## src/hdl/sic_pkg.sv

```systemverilog
package sic_pkg;

  localparam int VALUE_W   = 32;
  localparam int MAX_ITEMS = 1024;
  // wide enough to hold MAX_ITEMS itself
  localparam int CNT_W     = $clog2(MAX_ITEMS + 1);
  localparam int TOTAL_W   = 19;
  localparam logic [TOTAL_W-1:0] TOTAL_MAX = '1;

  // one item travelling down the cell row
  typedef struct packed {
    logic                      valid;
    logic signed [VALUE_W-1:0] value;
    logic                      final_item;
    logic                      placed;   // already stored, or dropped at entry
    logic                      ovf;      // overflow seen in this sequence so far
    logic [CNT_W-1:0]          count;    // stored elements greater than value
  } slot_t;

endpackage

```

## src/hdl/sic_entry.sv

```systemverilog
module sic_entry import sic_pkg::*; (
  input  logic                      clk,
  input  logic                      rst,
  input  logic                      accept,
  input  logic signed [VALUE_W-1:0] value,
  input  logic                      final_item,
  output slot_t                     slot
);

  logic [CNT_W-1:0] stored_count;
  logic             overflow_seen;
  logic             full;

  assign full = (stored_count == CNT_W'(MAX_ITEMS));

  always_comb begin
    slot.valid      = accept;
    slot.value      = value;
    slot.final_item = final_item;
    slot.placed     = full;
    slot.ovf        = overflow_seen | full;
    slot.count      = '0;
  end

  always_ff @(posedge clk) begin
    if (rst) begin
      stored_count  <= '0;
      overflow_seen <= 1'b0;
    end else if (accept) begin
      if (final_item) begin
        stored_count  <= '0;
        overflow_seen <= 1'b0;
      end else if (full) begin
        overflow_seen <= 1'b1;
      end else begin
        stored_count <= stored_count + CNT_W'(1);
      end
    end
  end

endmodule

```

## config.mk

```make
export PLATFORM = sky130hd
export DESIGN_NAME = sic_entry
export DESIGN_NICKNAME = d
export VERILOG_FILES = /design/src/hdl/sic_pkg.sv /design/src/hdl/sic_entry.sv
export SDC_FILE = /design/constraint.sdc
export NUM_CORES = 1
export LEC_CHECK = 0
export ABC_AREA = 1
export ABC_CLOCK_PERIOD_IN_PS = 1600
export BUFFER_PORTS_ARGS = -buffer_cell sky130_fd_sc_hd__buf_2
export CAP_MARGIN = 5
export CELL_PAD_IN_SITES_DETAIL_PLACEMENT = 0
export CELL_PAD_IN_SITES_GLOBAL_PLACEMENT = 1
export CORE_MARGIN = 3
export CORE_UTILIZATION = 27
export CTS_BUF_LIST = sky130_fd_sc_hd__clkbuf_8
export DETAILED_ROUTE_END_ITERATION = 6
export GPL_TIMING_DRIVEN = 0
export PLACE_DENSITY = 0.87
export SYNTH_ARGS = -nofsm -noshare
export SYNTH_HDL_FRONTEND = slang
export SYNTH_SLANG_ARGS = --single-unit
```

## constraint.sdc

```tcl
create_clock -name clk -period 1.6 [get_ports clk]
set_input_delay 0.32 -clock clk [delete_from_list [all_inputs] [get_ports clk]]
set_output_delay 0.32 -clock clk [all_outputs]
set_load 0.02 [all_outputs]
```

==> flow_metrics.py <==
metrics = {
    "power_and_ir_drop": {
        "switchingPower_mw": 0.278,
        "total_power_mw": 0.918,
        "p_leak_nw": 0.786,
        "seqPwrFrac": 0.329,
        "combinationalPowerShare": 0.291,
        "power.density_mw_per_mm2": 577,
        "clkPwrFrac": 0.380,
        "sw_frac_of_total": 0.303,
        "p_int_mw": 0.640,
        "worst_ir_drop_vdd_mv": 0.479,
    },
    "routing": {
        "drtIter0Drc": 27,
        "antenna_left": 0,
        "drc": 0,
        "wire_per_inst_um": 9.14,
        "wl_um": 2590,
        "dr.pass1.iters": 4,
        "dr_total_vias": 1127,
        "viasPerCell": 3.98,
    },
    "grt": {
        "grt_max_degree": 10,
        "grt-ovfl-total": 0,
        "antenna_found_initial": 0,
        "grt_pass1_vias": 1021,
        "grtUsageTotal": 0.106,
        "grt_pass1_wl_um": 4340,
    },
    "flow_run": {
        "drv_cap": 0,
    },
    "logic_synthesis": {
        "yosys_warnings": 0,
        "syn_inst": 176,
        "synth_top_area_frac": 0.300,
        "yosysMostFrequentCell": "buf_4",
        "ys_seq_area_frac": 0.209,
        "synth-edff-count": 0,
        "synth_top_flop_cell": "dfxtp_1",
        "synthArstFlopShare": 0,
        "synth_cell_type_count": 22,
        "synth_top_area_cell": "buf_4",
        "synth_area_leaders": "buf_4, dfxtp_1, nand2_1",
        "synth-seq-cells": 12,
        "synth_common_cells": "buf_4, nand2_1, inv_1, nor2_1, nand3_1",
        "syn_area_per_cell_um2": 6.54,
        "synth_area_mm2": 0.00115,
    },
    "sta": {
        "worst_slack_ns": 0.0630,
        "finClkSkew_ns": 0.00225,
        "post-route-min-period_ns": 1.54,
        "timing.final.crit_share": 0.961,
        "whs_ns": 0.298,
        "drv_slew": 0,
        "finalHoldViolCount": 0,
        "rsz0062_at_grt": "true",
        "max_freq_ghz": 0.651,
        "setup_viol": 0,
    },
    "critical_path": {
        "reg2reg_depth": 9,
        "worstPathRequired_ns": 1.28,
        "critPathKind": "flop to output port",
        "crit_family": "simple AND/OR/NAND/NOR gates",
        "r2r_start": "stored_count[1]",
        "crit_chain": "nor2_2 -> nand3_2 -> nor2_4 -> inv_2 -> nand2_2 -> buf_6",
        "path_buf_inv": 2,
        "startpoint_type": "flop",
        "arrival_ns": 1.22,
        "r2r_end": "stored_count[10]",
        "slowest_delay_ns": 0.37,
        "reg2reg_slack_ns": 0.18,
        "end_kind": "output port",
        "crit_fanout": 5,
        "crit_slowest_cell": "dfxtp_1",
        "critical_path_depth": 6,
    },
    "worst_hold_path": {
        "hold_start": "rst",
        "hp-class": "input port to flop",
        "holdPathStages": 2,
        "hold_path_end": "stored_count[6]",
    },
    "clocking": {
        "cts_buffers": 3,
        "cts_sinks": 12,
        "worstSkewPairLatency_ns": 0.25,
        "clockBufferDepth": 2,
        "cts_tree": "built",
        "ctsHoldBuffers": 0,
        "cts_root_buffer": "clkbuf_8",
        "cts_max_level": 1,
        "clk_transition_reported_paths_ns": 0.06,
    },
    "finish": {
        "antenna_cells": 0,
        "synthToLayoutAreaGrowth_pct": 38.3,
        "nets": 272,
        "drive_above_1_share": 0.524,
        "fillerInstances": 442,
    },
    "floorplanning": {
        "ioPinCount": 83,
        "initial_core_util": 0.284,
        "fp.dieW_um": 71.3,
        "chipHeight_um": 71.3,
        "core-area_mm2": 0.00406,
        "die-area_mm2": 0.00508,
        "num_rows": 23,
    },
    "placement": {
        "dp_hpwl_um": 2090,
        "place_congestion": 0.828,
        "dp_worst_setup_slack_ns": 0.127,
        "port_buffers": 38,
    },
    "outcome": {
        "run_status": "finished clean",
    },
}
-- layer usage --
layer  share of wire  up-vias  GRT usage
li1                -      602          -
met1            0.43      471      0.127
met2            0.48       51      0.186
met3           0.084        3     0.0309
met4          0.0066        0     0.0251
met5               0        -          0
-- through the flow --
step,std cells,TNS [ns],instance area [um2],util
final,283,0,1590,0.392
after global placement,274,0,1440,0.355
after CTS,281,0,1540,0.379
after floorplan,186,0,1190,-
after detailed placement,274,0,1440,0.355
after global routing,283,-0.0187,1590,0.392
-- cell type report --
cell class | count | area (um2) | share of cell area
buffer | 47 | 350 | 0.220
clock buffer | 4 | 55.1 | 0.0346
inverter | 19 | 71.3 | 0.0448
multi-input combinational | 108 | 559 | 0.351
sequential | 12 | 253 | 0.159
tap | 50 | 62.6 | 0.0393
timing repair buffer | 43 | 240 | 0.151
-- worst reg2reg max path: cells and delay by family (launching register included) --
kind	cells	cell delay [ns]
fa+ha+maj	1	0.17
buf+inv	2	0.15
simple gates	6	0.66
flops	1	0.34
-- registers in the layout, summed over array words and instances, names as in the netlist --
register	flops
stored_count	11
overflow_seen	1
-- placed cells by master (no fill, tap or decap), drive strengths merged, types with 4 or more instances in the layout --
| cell | Yosys | layout |
|---|---|---|
| buf | 47 | 90 |
| nand2 | 36 | 36 |
| nor2 | 23 | 23 |
| inv | 19 | 19 |
| nand3 | 15 | 15 |
| dfxtp | 12 | 12 |
| a21oi | 11 | 11 |
| conb | 1 | 11 |
| o21ai | 6 | 6 |
| clkbuf | 0 | 4 |
-- how the worst max path moves through the flow --
stage	to	start	slack (ns)
floorplan	slot[11]	stored_count[0]	0.26
global placement	slot[11]	stored_count[0]	0.13
detailed placement	slot[11]	stored_count[0]	0.13
CTS	slot[11]	stored_count[1]	0.0006
global route	slot[11]	stored_count[0]	-0.01
finish	slot[11]	stored_count[8]	0.06
-- kinds of logic after synthesis --
| group | Yosys count | share of synthesized area |
|---|---|---|
| adders and majority gates | 2 | 0.0217 |
| DFF | 12 | 0.209 |
| xor gates and xnor gates | 1 | 0.00761 |
| other | 1 | 0.00326 |
| AOI/OAI and AO/OA | 17 | 0.0837 |
| and+or+nand+nor | 77 | 0.309 |
| buffers and inverters | 66 | 0.366 |
-- power by group through the flow --
stage	Clock, mW	Sequential, mW	Combinational (mW)
floorplan	0	0.310	0.203
global route	0.369	0.303	0.290
CTS	0.354	0.303	0.263
global placement	0	0.310	0.257
detailed placement	0	0.310	0.259
finish	0.349	0.302	0.267
-- repair_timing --
action / CTS / global route
resized for setup: 7 / 16
endpoints found under the setup margin: 2 / 5
pin swaps: 3 / 4
setup buffers: 3 / 2
No activity file was read; power rests on OpenSTA's default activity.
