`config.mk`:
```
export PLATFORM = sky130hd
export DESIGN_NAME = sic_tally_flat
export DESIGN_NICKNAME = d
export VERILOG_FILES = /design/src/hdl/sic_pkg.sv /design/src/hdl/sic_out_if.sv /design/src/hdl/sic_tally.sv /design/src/flat_wrapper.sv
export SDC_FILE = /design/constraint.sdc
export NUM_CORES = 1
export LEC_CHECK = 0
export BUFFER_PORTS_ARGS = -buffer_cell sky130_fd_sc_hd__buf_2
export CAP_MARGIN = 20
export CORE_AREA = 2 2 80 82
export CTS_CLUSTER_SIZE = 16
export DETAILED_ROUTE_END_ITERATION = 10
export DIE_AREA = 0 0 82 84
export PLACE_DENSITY = 0.67
export SYNTH_ARGS = -nofsm -noshare
export SYNTH_HDL_FRONTEND = slang
export SYNTH_SLANG_ARGS = --single-unit
export TNS_END_PERCENT = 30
```
`constraint.sdc`:
```
create_clock -name clk -period 2.3 [get_ports clk]
set_input_delay 0.46 -clock clk [delete_from_list [all_inputs] [get_ports clk]]
set_output_delay 0.46 -clock clk [all_outputs]
set_load 0.1 [all_outputs]
```
`src/hdl/sic_pkg.sv`:
```
package sic_pkg;

  localparam int VALUE_W   = 32;
  localparam int MAX_ITEMS = 1024;
  // wide enough to hold MAX_ITEMS itself
  localparam int CNT_W     = $clog2(MAX_ITEMS + 1);
  localparam int TOTAL_W   = 19;
  localparam logic [TOTAL_W-1:0] TOTAL_MAX = '1;

  // one item travelling down the cell row
  typedef struct packed {
    logic                      valid;
    logic signed [VALUE_W-1:0] value;
    logic                      final_item;
    logic                      placed;   // already stored, or dropped at entry
    logic                      ovf;      // overflow seen in this sequence so far
    logic [CNT_W-1:0]          count;    // stored elements greater than value
  } slot_t;

endpackage

```
`src/hdl/sic_out_if.sv`:
```
interface sic_out_if import sic_pkg::*; ();
  logic               valid;
  logic               ready;
  logic [TOTAL_W-1:0] running_total;
  logic               done_res;
  logic               overflowed;

  modport source (output valid, output running_total, output done_res, output overflowed,
                  input ready);
  modport sink (input valid, input running_total, input done_res, input overflowed,
                output ready);
endinterface

```
`src/hdl/sic_tally.sv`:
```
module sic_tally import sic_pkg::*; (
  input  logic       clk,
  input  logic       rst,
  input  slot_t      tail,
  output logic       advance,
  sic_out_if.source  results
);

  logic [TOTAL_W-1:0] total;
  logic [TOTAL_W:0]   sum;
  logic [TOTAL_W-1:0] total_sat;

  assign advance   = !results.valid || results.ready;
  assign sum       = {1'b0, total} + (TOTAL_W + 1)'(tail.count);
  assign total_sat = (sum > {1'b0, TOTAL_MAX}) ? TOTAL_MAX : sum[TOTAL_W-1:0];

  always_ff @(posedge clk) begin
    if (advance && tail.valid) begin
      results.running_total <= total_sat;
      results.done_res      <= tail.final_item;
      results.overflowed    <= tail.ovf;
    end
  end

  always_ff @(posedge clk) begin
    if (rst) begin
      results.valid <= 1'b0;
      total         <= '0;
    end else if (advance) begin
      results.valid <= tail.valid;
      if (tail.valid) total <= tail.final_item ? '0 : total_sat;
    end
  end

endmodule

```
`src/flat_wrapper.sv`:
```
// flat-port wrapper written by rule: the top's interface ports become plain ports
module sic_tally_flat import sic_pkg::*;
  (clk, rst, tail, advance, results_valid, results_running_total, results_done_res, results_overflowed, results_ready);
  sic_out_if results_i ();
  input  logic clk;
  input  logic rst;
  input  slot_t tail;
  output logic advance;
  output wire logic [$bits(results_i.valid)-1:0] results_valid;
  output wire logic [$bits(results_i.running_total)-1:0] results_running_total;
  output wire logic [$bits(results_i.done_res)-1:0] results_done_res;
  output wire logic [$bits(results_i.overflowed)-1:0] results_overflowed;
  input wire logic [$bits(results_i.ready)-1:0] results_ready;
  assign results_valid = results_i.valid;
  assign results_running_total = results_i.running_total;
  assign results_done_res = results_i.done_res;
  assign results_overflowed = results_i.overflowed;
  assign results_i.ready = results_ready;
  sic_tally u_core (.clk(clk), .rst(rst), .tail(tail), .advance(advance), .results(results_i));
endmodule
```
==> out/metrics.cfg <==
[critical_path]
slowest_stage = dfxtp_2
start_kind = flop
critPathKind = reg -> reg
worst_setup_path_end_kind = flop
slowest_delay_ns = 0.35
cp_cell_sequence = ha_4 -> inv_2 -> fa_2 -> nor2b_4 -> o2111ai_4 -> a31oi_4 -> o41a_1 -> nand3_2 -> mux2_4
critPathRequiredTime_ns = 2.36
path_max_fanout = 3
arrival_ns = 2.29

[clocking]
clkTransAtPathRegs_ns = 0.08
cts-buffers-inserted = 5
cts_tree = done
clock_latency_ns = 0.30
root_buffer = clkbuf_8
holdBufCountCts = 0
h-tree-depth = 2
clockBufferDepth = 2
cts.sinks = 41

[synth]
syn_inst = 225
synth_area_leader_cell = edfxtp_1
synth-seq-area-share_pct = 44.3
synth_seq_cells = 41
synth_area_leaders = edfxtp_1 27%, dfxtp_1 17%, ha_1 5.9%
synth.distinct_cells = 61
synth_warnings = 0
async_reset_ff_share_pct = 0
synth_edf_count = 21
synth_nets = 287
syn_avg_cell_area_um2 = 10.3
ys.flop_type = edfxtp_1
synth_top_area_share_pct = 27.1
syn_area_um2 = 2320

[floorplanning]
dieHeight_um = 84
die_w_um = 82
rows = 29
io_pins = 73
die_area_um2 = 6890
core_area_um2 = 6100
start_util_pct = 38.1

[sta]
fmax_mhz = 448
tightest_slew_ns = 0.551
min_period_over_period_pct = 97.0
drv_slew = 0
period_needed_ns = 2.23
fin_skew_ns = 0.00383
setup_viol = 0
slew_headroom_pct = 63.2
hold_viol_final = 0
rsz0062_at_grt = yes

[routing]
drc = 0
ant_nets = 0
routed_via_density = 5.26
drt_iter0_markers = 96
drtPass1Iterations = 4
via_count = 1987
routedWlPerCell_um = 14.3
routed_wl_um = 5400

[status]
outcome = complete, no violations

[place]
placed_area_um2 = 2860
io_buffers = 39
globalplace.congestion = 0.854
place_hpwl_um = 3890

[global_routing]
track_usage_pct = 16.5
antenna_found_initial = 0
gr-total-overflow = 0
grt_pass1_vias = 1898
grt_pass1_wl_um = 8850
grt_max_degree = 18

[layout]
finalInstanceArea_um2 = 3040
multi_input_area_um2 = 1260
fillers = 554
diodes = 0
syn_to_final_growth_pct = 30.8
fin_nets = 362
final_core_util_pct = 49.9
drive_gt1_share_pct = 38.2
regArea_um2 = 1030

[pwr]
power_density_nw_per_um2 = 643
power.leakage_nw = 1.29
max-vdd-ir-drop_v = 0.000307

[min_path]
hold_class = in -> reg

[job]
drv_cap = 0

## stage by stage
stage / cells / hold WS [ns] / TNS, ns / total power (W) / worst slack, ns
after global routing: 378 / 0.320 / -0.0244 / 0.00204 / -0.0199
after CTS: 378 / 0.325 / -0.0389 / 0.00196 / -0.0389
after global placement: 367 / 0.461 / -1.89 / 0.00137 / -0.275
after floorplan: 225 / 0.446 / -0.101 / 0.00126 / -0.0606
final: 378 / 0.329 / 0 / 0.00196 / 0.0696
after detailed placement: 367 / 0.465 / -1.83 / 0.00138 / -0.278
## what timing repair did
action | in CTS | in global routing
resized for setup | 3 | 6
buffers inserted | 3 | 0
endpoints found under the setup margin | 4 | 9
pin swaps | 5 | 4
## critical path, delay by kind of cell, from the launching register on
kind	cells	cell delay [ns]
compound gates	3	0.57
fa+ha+maj	2	0.49
buf+inv	1	0.03
flops	1	0.35
mux	1	0.30
simple gates	2	0.24
## worst paths after layout
path / startpoint / endpoint / slack (ns) / cells past startpoint
setup / recovery: u_core.total[0] / u_core.results.running_total[16] / 0.07 / 9
hold / removal: tail[11] / u_core.results.overflowed / 0.33 / 1
setup reg to reg: u_core.total[0] / u_core.results.running_total[16] / 0.07 / 9
hold reg to reg: u_core.total[7] / u_core.total[7] / 0.49 / 1
## cell type report
| type | instances | area share [%] |
|---|---|---|
| sequential | 41 | 34.0 |
| clock buffer | 5 | 2.26 |
| tap | 77 | 3.17 |
| clock inverter | 3 | 1.36 |
| inverter | 12 | 1.48 |
| multi-input combinational | 161 | 41.3 |
| timing repair buffer | 79 | 16.4 |
## synthesized netlist by cell type (all sizes together), types with 4 or more instances
| library cell | count |
|---|---|
| a211oi | 6 |
| dfxtp | 20 |
| nand3 | 6 |
| a31oi | 6 |
| inv | 12 |
| or2 | 4 |
| or3 | 4 |
| ha | 11 |
| clkbuf | 4 |
| a21oi | 14 |
| o21ai | 9 |
| xnor2 | 6 |
| nand2 | 19 |
| nor2 | 8 |
| buf | 7 |
| nor3 | 9 |
| edfxtp | 21 |
| nand2b | 4 |
| a22o | 11 |
## cells by family (layout without fill, tap and decap cells)
family	count (synthesis)	after routing	share of synthesized area (%)
AOI/OAI and AO/OA	70	70	23.7
xor gates and xnor gates	7	7	2.64
adders and majority gates	12	12	6.78
buffers and inverters	23	99	4.90
DFF	41	41	44.3
muxes	3	3	1.40
and+or+nand+nor	69	69	16.3
## sequential cells by signal, summed over array words and instances, names as in the netlist
register / count
u_core.results.overflowed: 1
u_core.results.done_res: 1
u_core.results.valid: 1
u_core.results.running_total: 19
u_core.total: 19
## cell usage in the layout (no fill, tap or decap), types with 6 or more instances in the layout
| master | n |
|---|---|
| buf_2 | 39 |
| buf_4 | 39 |
| edfxtp_1 | 21 |
| nand2_1 | 19 |
| dfxtp_1 | 18 |
| a21oi_1 | 12 |
| inv_1 | 11 |
| a22o_1 | 11 |
| ha_1 | 10 |
| nor3_1 | 8 |
| nor2_1 | 7 |
| xnor2_1 | 6 |
## where the power goes
part / internal, W / leakage [nW] / switching [W] / total (W)
clock network: 0.000319 / 0.0518 / 0.000263 / 0.000583
logic: 0.000152 / 0.865 / 0.000388 / 0.000540
registers: 0.000819 / 0.369 / 0.0000135 / 0.000832
total: 0.00129 / 1.29 / 0.000665 / 0.00196
## layer usage
layer / global-route usage, % / routed length, um / up-vias
met5: 0 / 0 / -
met4: 6.97 / 109 / 0
met3: 2.49 / 245 / 10
li1: - / - / 996
met2: 27.0 / 2640 / 57
met1: 21.2 / 2410 / 924
No activity file was read; power rests on OpenSTA's default activity.
