<file path="src/hdl/sic_pkg.sv">
package sic_pkg;

  localparam int VALUE_W   = 32;
  localparam int MAX_ITEMS = 1024;
  // wide enough to hold MAX_ITEMS itself
  localparam int CNT_W     = $clog2(MAX_ITEMS + 1);
  localparam int TOTAL_W   = 19;
  localparam logic [TOTAL_W-1:0] TOTAL_MAX = '1;

  // one item travelling down the cell row
  typedef struct packed {
    logic                      valid;
    logic signed [VALUE_W-1:0] value;
    logic                      final_item;
    logic                      placed;   // already stored, or dropped at entry
    logic                      ovf;      // overflow seen in this sequence so far
    logic [CNT_W-1:0]          count;    // stored elements greater than value
  } slot_t;

endpackage

</file>
<file path="src/hdl/sic_cell.sv">
module sic_cell import sic_pkg::*; (
  input  logic  clk,
  input  logic  rst,
  input  logic  advance,
  input  slot_t slot_in,
  output slot_t slot_out
);

  logic                      occupied;
  logic                      occupied_next;
  logic signed [VALUE_W-1:0] elem;
  logic                      take;
  slot_t                     slot_next;

  // first free cell keeps the element
  assign take = slot_in.valid && !slot_in.placed && !occupied;

  always_comb begin
    slot_next     = slot_in;
    occupied_next = occupied;
    if (slot_in.valid) begin
      if (!slot_in.placed) begin
        if (occupied) begin
          if (elem > slot_in.value) slot_next.count = slot_in.count + CNT_W'(1);
        end else begin
          occupied_next    = 1'b1;
          slot_next.placed = 1'b1;
        end
      end
      // end of sequence empties the cell behind the item
      if (slot_in.final_item) occupied_next = 1'b0;
    end
  end

  always_ff @(posedge clk) begin
    if (advance && take) elem <= slot_in.value;
  end

  always_ff @(posedge clk) begin
    if (rst) begin
      occupied       <= 1'b0;
      slot_out.valid <= 1'b0;
    end else if (advance) begin
      occupied <= occupied_next;
      slot_out <= slot_next;
    end
  end

endmodule

</file>
<file path="config.mk">
export PLATFORM = sky130hd
export DESIGN_NAME = sic_cell
export DESIGN_NICKNAME = d
export VERILOG_FILES = /design/src/hdl/sic_pkg.sv /design/src/hdl/sic_cell.sv
export SDC_FILE = /design/constraint.sdc
export NUM_CORES = 1
export LEC_CHECK = 0
export BUFFER_PORTS_ARGS = -buffer_cell sky130_fd_sc_hd__buf_4
export CAP_MARGIN = 0
export CELL_PAD_IN_SITES_DETAIL_PLACEMENT = 1
export CELL_PAD_IN_SITES_GLOBAL_PLACEMENT = 1
export CORE_ASPECT_RATIO = 0.6
export CORE_MARGIN = 1.5
export CORE_UTILIZATION = 43
export CTS_BUF_LIST = sky130_fd_sc_hd__clkbuf_2 sky130_fd_sc_hd__clkbuf_4 sky130_fd_sc_hd__clkbuf_8
export CTS_CLUSTER_SIZE = 24
export DETAILED_ROUTE_END_ITERATION = 10
export PLACE_DENSITY = 0.77
export RECOVER_POWER = 100
export SLEW_MARGIN = 10
export SYNTH_ARGS = -nofsm -noshare
export SYNTH_HDL_FRONTEND = slang
export SYNTH_SLANG_ARGS = --single-unit
</file>
<file path="constraint.sdc">
create_clock -name clk -period 5.78 [get_ports clk]
set_input_delay 0.867 -clock clk [delete_from_list [all_inputs] [get_ports clk]]
set_output_delay 0.867 -clock clk [all_outputs]
set_load 0.005 [all_outputs]
</file>
==> results.json, run 1 <==
{
  "path_max_fanout": 26,
  "grtUsageTotal_pct": 19.53,
  "ios": 97,
  "synth_top_flop_cell": "edfxtp_1",
  "die-area_sq_um": 8800,
  "critical_path_class": "primary input to flip-flop",
  "clock_sinks": 80,
  "cts-hold-fix-buffers": 0,
  "start_kind": "primary input",
  "coreArea_sq_um": 7914,
  "grt_pass1_wl_microns": 12680,
  "r2r_start": "elem[14]",
  "violations": "max-capacitance violations, max-slew violations",
  "start_util_pct": 44.71,
  "min_path_cells": 2,
  "fin_area_sq_um": 4403,
  "post-cts-setup-buffer-count": 0,
  "leakagePower_uw": 0.001758,
  "fin_crit_ns": 3.740,
  "critPathRequiredTime_ns": 5.75,
  "cts_root_buf": "clkbuf_8",
  "rsz0062_at_grt": "no",
  "avgRoutedWirePerCell_microns": 16.47,
  "synth_fp_nets": 332,
  "htreeDepth": 3,
  "synth.largest_area_cell": "edfxtp_1",
  "firstDrtPassIters": 4,
  "final_util_pct": 55.64,
  "gr-total-overflow": 0,
  "ys_seq_area_share_pct": 67.33,
  "synth_area_leaders": "edfxtp_1, ha_1, inv_1",
  "vdd_drop_max_mv": 0.1722,
  "cts_buffers": 9,
  "synth_cells": 249,
  "core.rowCount": 25,
  "dp_hpwl_microns": 5721,
  "synth_warnings": 0,
  "via_per_inst": 4.976,
  "cts_resized": 0,
  "totalPowerFinal_uw": 1229,
  "grt_pass1_vias": 2574,
  "cts_tree": "done",
  "drive_above_1_share_pct": 18.06,
  "ant_nets": 0,
  "drc_errors": 0,
  "synth_most_common_cell": "edfxtp_1",
  "antenna_found_initial": 0,
  "worstHoldStart": "slot_out[46]",
  "outcome": "complete, but fails checks",
  "synth_edf_count": 78,
  "clockBufferDepth": 2,
  "routabilityCongestion": 0.7481,
  "setup_violations": 0,
  "finalCritPeriodShare_pct": 64.71,
  "dpl_cell_area_sq_um": 4420,
  "syn_area_per_cell_sq_um": 14.21,
  "synthTopCellsByCount": "edfxtp_1, inv_1, ha_1",
  "yosys.area.top_type_share_pct": 66.20,
  "holdWs_ns": 0.4934,
  "fin_skew_ns": 0.005854,
  "syn_area_sq_um": 3538,
  "first_iter_violations": 123,
  "synth-seq-cells": 80,
  "crit_path_end_kind": "flip-flop",
  "worstReg2RegEnd": "slot_out[1]",
  "die_w_microns": 120.1,
  "fin_setup_tns_ns": 0,
  "final_nets": 440,
  "min_path_type": "flip-flop to flip-flop",
  "ff2ff_path_depth": 7,
  "die_h_microns": 73.27,
  "vias": 2329,
  "clkTransAtPathRegs_ns": 0.07,
  "ys_types": 29,
  "r2r_slack_ns": 2.95,
  "clkLatencyLatePin_ns": 0.36,
  "crit_arrival_ns": 3.71,
  "fmax_mhz": 267.3,
  "grt_max_degree": 33,
  "holdPathEnd": "slot_out[46]",
  "relSlewSlack_pct": -32.34,
  "io_buffer_count": 96,
  "nFillCells": 835,
  "worst_pin_slew_ns": 1.981,
  "hold_viol_final": 0,
  "synthArstFlopShare_pct": 0,
  "drv_cap": 2,
  "slew_violations": 55,
  "wl_microns": 7709,
  "area_growth_pct": 24.43,
  "power_density_nw_per_um2": 279.1,
  "diodes": 0
}
==> stage by stage <==
stage	setup WS, ns	instances
floorplan	1.247	249
finish	2.040	468
global route	1.667	468
detailed placement	2.439	454
global placement	2.601	454
CTS	2.833	468
==> registers in the layout, indices dropped and copies added, names as in the netlist <==
signal / count
occupied: 1
slot_out: 47
elem: 32
==> critical path: stages <==
cell and delay [ns]:
clkbuf_1 0.17, nor2b_1 1.52, clkbuf_1 1.12
==> metal layers <==
| layer | track usage, % | routed length [microns] |
|---|---|---|
| met5 | 0 | 0 |
| met3 | 7.531 | 458 |
| met4 | 6.746 | 102 |
| met2 | 31.05 | 3444 |
| met1 | 24.80 | 3703 |
==> cell families after synthesis <==
logic type,Yosys count,share of synthesized area (%)
xor+xnor,10,2.475
compound gates,29,5.411
mux,1,0.4242
buf+inv,37,4.137
flops,80,67.33
fa+ha+maj,33,11.67
simple gates,59,8.558
==> area by class of cell <==
| type | count | area, sq um | area share (%) |
|---|---|---|---|
| Sequential cell | 80 | 2382 | 54.11 |
| Clock inverter | 5 | 73.82 | 1.677 |
| Timing Repair Buffer | 98 | 559.3 | 12.70 |
| Tap cell | 108 | 135.1 | 3.069 |
| Clock buffer | 9 | 123.9 | 2.813 |
| Inverter | 36 | 135.1 | 3.069 |
| Multi-Input combinational cell | 132 | 993.5 | 22.56 |
==> power breakdown <==
group          switching (uW)  internal, uW
Clock                     198           235
Combinational            65.0          53.1
Sequential               7.87           669
==> cells in the final DEF, fill, tap and decap left out, types with 2 or more instances in the layout <==
master | synthesis | layout
ha_1 | 33 | 33
nand2b_1 | 2 | 2
clkinv_2 | 0 | 2
bufinv_16 | 0 | 2
buf_4 | 0 | 13
inv_1 | 36 | 36
a21o_1 | 5 | 5
o21ai_0 | 3 | 3
clkbuf_4 | 0 | 38
dfxtp_1 | 2 | 2
and4_1 | 2 | 2
a21oi_1 | 13 | 13
nand2_1 | 17 | 17
a211o_1 | 2 | 2
clkbuf_8 | 0 | 9
nand4_1 | 6 | 6
clkbuf_1 | 0 | 47
edfxtp_1 | 78 | 78
nor3_1 | 7 | 7
xnor2_1 | 10 | 10
nand3_1 | 12 | 13
nor2_1 | 8 | 8
==> worst max-delay path by stage <==
stage	from	end	slack, ns	cells past startpoint
6_report	advance	slot_out[25]	2.04	3
5_1_grt	advance	slot_out[1]	1.67	3
4_1_cts	slot_in[28]	slot_out[1]	2.83	9
3_5_place_dp	slot_in[28]	slot_out[1]	2.44	9
3_3_place_gp	slot_in[28]	slot_out[1]	2.60	10
2_1_floorplan	slot_in[12]	elem[0]	1.25	1
Note: power is estimated with default switching activity, not from simulation.
==> inputs of run 2 (changes only) <==
--- a/config.mk
+++ b/config.mk
@@ -5,6 +5,7 @@
 export SDC_FILE = /design/constraint.sdc
 export NUM_CORES = 1
 export LEC_CHECK = 0
+export ABC_AREA = 1
 export BUFFER_PORTS_ARGS = -buffer_cell sky130_fd_sc_hd__buf_4
 export CAP_MARGIN = 0
 export CELL_PAD_IN_SITES_DETAIL_PLACEMENT = 1
@@ -15,7 +16,7 @@
 export CTS_BUF_LIST = sky130_fd_sc_hd__clkbuf_2 sky130_fd_sc_hd__clkbuf_4 sky130_fd_sc_hd__clkbuf_8
 export CTS_CLUSTER_SIZE = 24
 export DETAILED_ROUTE_END_ITERATION = 10
-export PLACE_DENSITY = 0.77
+export PLACE_DENSITY = 0.79
 export RECOVER_POWER = 100
 export SLEW_MARGIN = 10
 export SYNTH_ARGS = -nofsm -noshare
==> constraint.sdc (replaced) <==
create_clock -name clk -period 3.56 [get_ports clk]
set_input_delay 0.534 -clock clk [delete_from_list [all_inputs] [get_ports clk]]
set_output_delay 0.534 -clock clk [all_outputs]
set_load 0.005 [all_outputs]
==> results.json, run 2 <==
{
  "outcome": "complete, but fails checks",
  "violations": "max-capacitance violations, max-slew violations",
  "worst_pin_slew_ns": 1.732,
  "synth.largest_area_cell": "edfxtp_1",
  "r2r_slack_ns": 1.11,
  "holdPathEnd": "slot_out[46]",
  "synthArstFlopShare_pct": 0,
  "clkLatencyLatePin_ns": 0.36,
  "clock_sinks": 80,
  "leakagePower_uw": 0.002003,
  "ant_nets": 0,
  "ys_seq_area_share_pct": 64.56,
  "crit_start": "advance",
  "first_iter_violations": 104,
  "worstReg2RegEnd": "slot_out[2]",
  "drive_above_1_share_pct": 17.37,
  "fin_skew_ns": 0.008909,
  "dp_hpwl_microns": 6307,
  "final_cells": 534,
  "grt_max_degree": 33,
  "place_inst": 519,
  "finalWorstSetupSlack_ns": 0.9687,
  "drc_errors": 0,
  "final_nets": 505,
  "muxShareOfSynthArea_pct": 0,
  "area_growth_pct": 23.57,
  "min_path_type": "primary input to flip-flop",
  "drv_cap": 2,
  "avgRoutedWirePerCell_microns": 15.75,
  "clkTransAtPathRegs_ns": 0.07,
  "hold_viol_final": 0,
  "r2r_start": "elem[31]",
  "synth_adder_area_share_pct": 11.19,
  "syn_area_per_cell_sq_um": 11.68,
  "coreArea_sq_um": 8102,
  "slew_violations": 54,
  "largest_register_ff_count": 47,
  "gr-total-overflow": 0,
  "synth_most_common_cell": "edfxtp_1",
  "wl_microns": 8412,
  "start_kind": "primary input",
  "worstHoldStart": "rst",
  "critical_path_class": "primary input to flip-flop",
  "core.rowCount": 25,
  "synthTopCellsByCount": "edfxtp_1, nand2_1, inv_1",
  "routabilityCongestion": 0.7258,
  "io_buffer_count": 96,
  "via_per_inst": 4.938,
  "die_w_microns": 122.6,
  "synth_edf_count": 78,
  "largest-register": "slot_out",
  "clockBufferDepth": 2,
  "finalCritPeriodShare_pct": 72.79,
  "htreeDepth": 3,
  "fmax_mhz": 385.9,
  "grtUsageTotal_pct": 20.40,
  "synth_fp_nets": 399,
  "cts_tree": "done",
  "synth_warnings": 0,
  "synth_area_leaders": "edfxtp_1, ha_1, nand2_1",
  "rsz0062_at_grt": "no",
  "start_util_pct": 45.54,
  "yosys.area_share.simple_pct": 13.63,
  "diodes": 0,
  "cts_resized": 0,
  "relSlewSlack_pct": -15.87,
  "cts_buffers": 9,
  "die-area_sq_um": 9164,
  "syn_area_sq_um": 3690,
  "fin_setup_tns_ns": 0,
  "ys_types": 24,
  "synth_top_family_by_area": "simple AND/OR/NAND/NOR gates",
  "yosys.area.top_type_share_pct": 63.48,
  "crit_arrival_ns": 2.60,
  "ios": 97,
  "vias": 2637,
  "synth_cells": 316,
  "dpl_worst_slack_ns": 1.003,
  "fin_area_sq_um": 4559,
  "power_density_nw_per_um2": 430.1,
  "synth-compound-area-share_pct": 3.493,
  "grt_pass1_wl_microns": 13770,
  "layout_commonest_cell": "edfxtp_1",
  "synth_top_flop_cell": "edfxtp_1",
  "firstDrtPassIters": 4,
  "cts-hold-fix-buffers": 0,
  "setup_violations": 0,
  "dpl_cell_area_sq_um": 4548,
  "synth-xor-area-share_pct": 0.4747,
  "reg_top3": "slot_out (47), elem (32), occupied (1)",
  "antenna_found_initial": 0,
  "post-cts-setup-buffer-count": 0,
  "cts_root_buf": "clkbuf_8",
  "synth-seq-cells": 80,
  "path_max_fanout": 27,
  "final_cell_mix": "edfxtp_1, nand2_1, inv_1",
  "critPathRequiredTime_ns": 3.57,
  "ff2ff_path_depth": 11,
  "nFillCells": 932,
  "min_path_cells": 2,
  "fin_crit_ns": 2.591,
  "vdd_drop_max_mv": 0.1919,
  "die_h_microns": 74.76,
  "grt_pass1_vias": 2843,
  "crit_path_end_kind": "flip-flop"
}
[run 2: cell types whose count changed after synthesis, sizes merged, moves of 3 or more]
cell,change
a21oi,+3
a21o,-4
xnor2,-9
nor2,+10
nand2,+55
nand4,+5
nor3,-5
inv,+24
[run 2: cell families after synthesis]
kind of cell,count (synthesis)
AOI/OAI and AO/OA,23
xor gates and xnor gates,2
adders and majority gates,33
buffers and inverters,62
DFF,80
and+or+nand+nor,116
[run 2: area by class of cell]
type	instances	area (sq um)	share of cell area, %
Inverter	60	225.2	4.940
Clock buffer	11	138.9	3.046
Multi-Input combinational cell	174	1057	23.19
Timing Repair Buffer	97	574.3	12.60
Tap cell	108	135.1	2.964
Clock inverter	4	46.29	1.015
Sequential cell	80	2382	52.25
[run 2: where the power goes]
group | total (uW) | internal, uW | switching, uW
Sequential | 1100 | 1090 | 12.7
Combinational | 212 | 89.2 | 123
Clock | 650 | 333 | 318
[run 2: per-stage QoR]
| stage | util, % | hold slack (ns) | power, uW |
|---|---|---|---|
| global placement | 56.14 | 0.4502 | 1343 |
| detailed placement | 56.14 | 0.4563 | 1360 |
| floorplan | - | 0.4491 | 1220 |
| global route | 56.28 | 0.3460 | 2045 |
| finish | 56.28 | 0.3483 | 1961 |
| CTS | 58.42 | 0.3485 | 2011 |
[run 2: worst max-delay path, cell delays in order]
cell and delay [ns]:
clkbuf_1 0.13, inv_1 0.08, nor2_1 1.28, buf_4 0.55
[run 2: per-layer routing]
layer	vias up	track usage, %	share of wire, %
met2	74	34.02	46
met1	1270	25.60	47
met4	0	6.848	1.2
li1	1283	-	-
met5	-	0	0
met3	10	6.667	5.7
[run 2: how the worst max path moves through the flow]
| stage | to | slack (ns) | cells past startpoint |
|---|---|---|---|
| after detailed placement | slot_out[3] | 1.00 | 14 |
| final | slot_out[32] | 0.97 | 4 |
| after CTS | slot_out[3] | 1.31 | 12 |
| after global routing | slot_out[32] | 0.71 | 4 |
| after floorplan | slot_out[0] | 0.59 | 2 |
| after global placement | slot_out[3] | 1.13 | 14 |
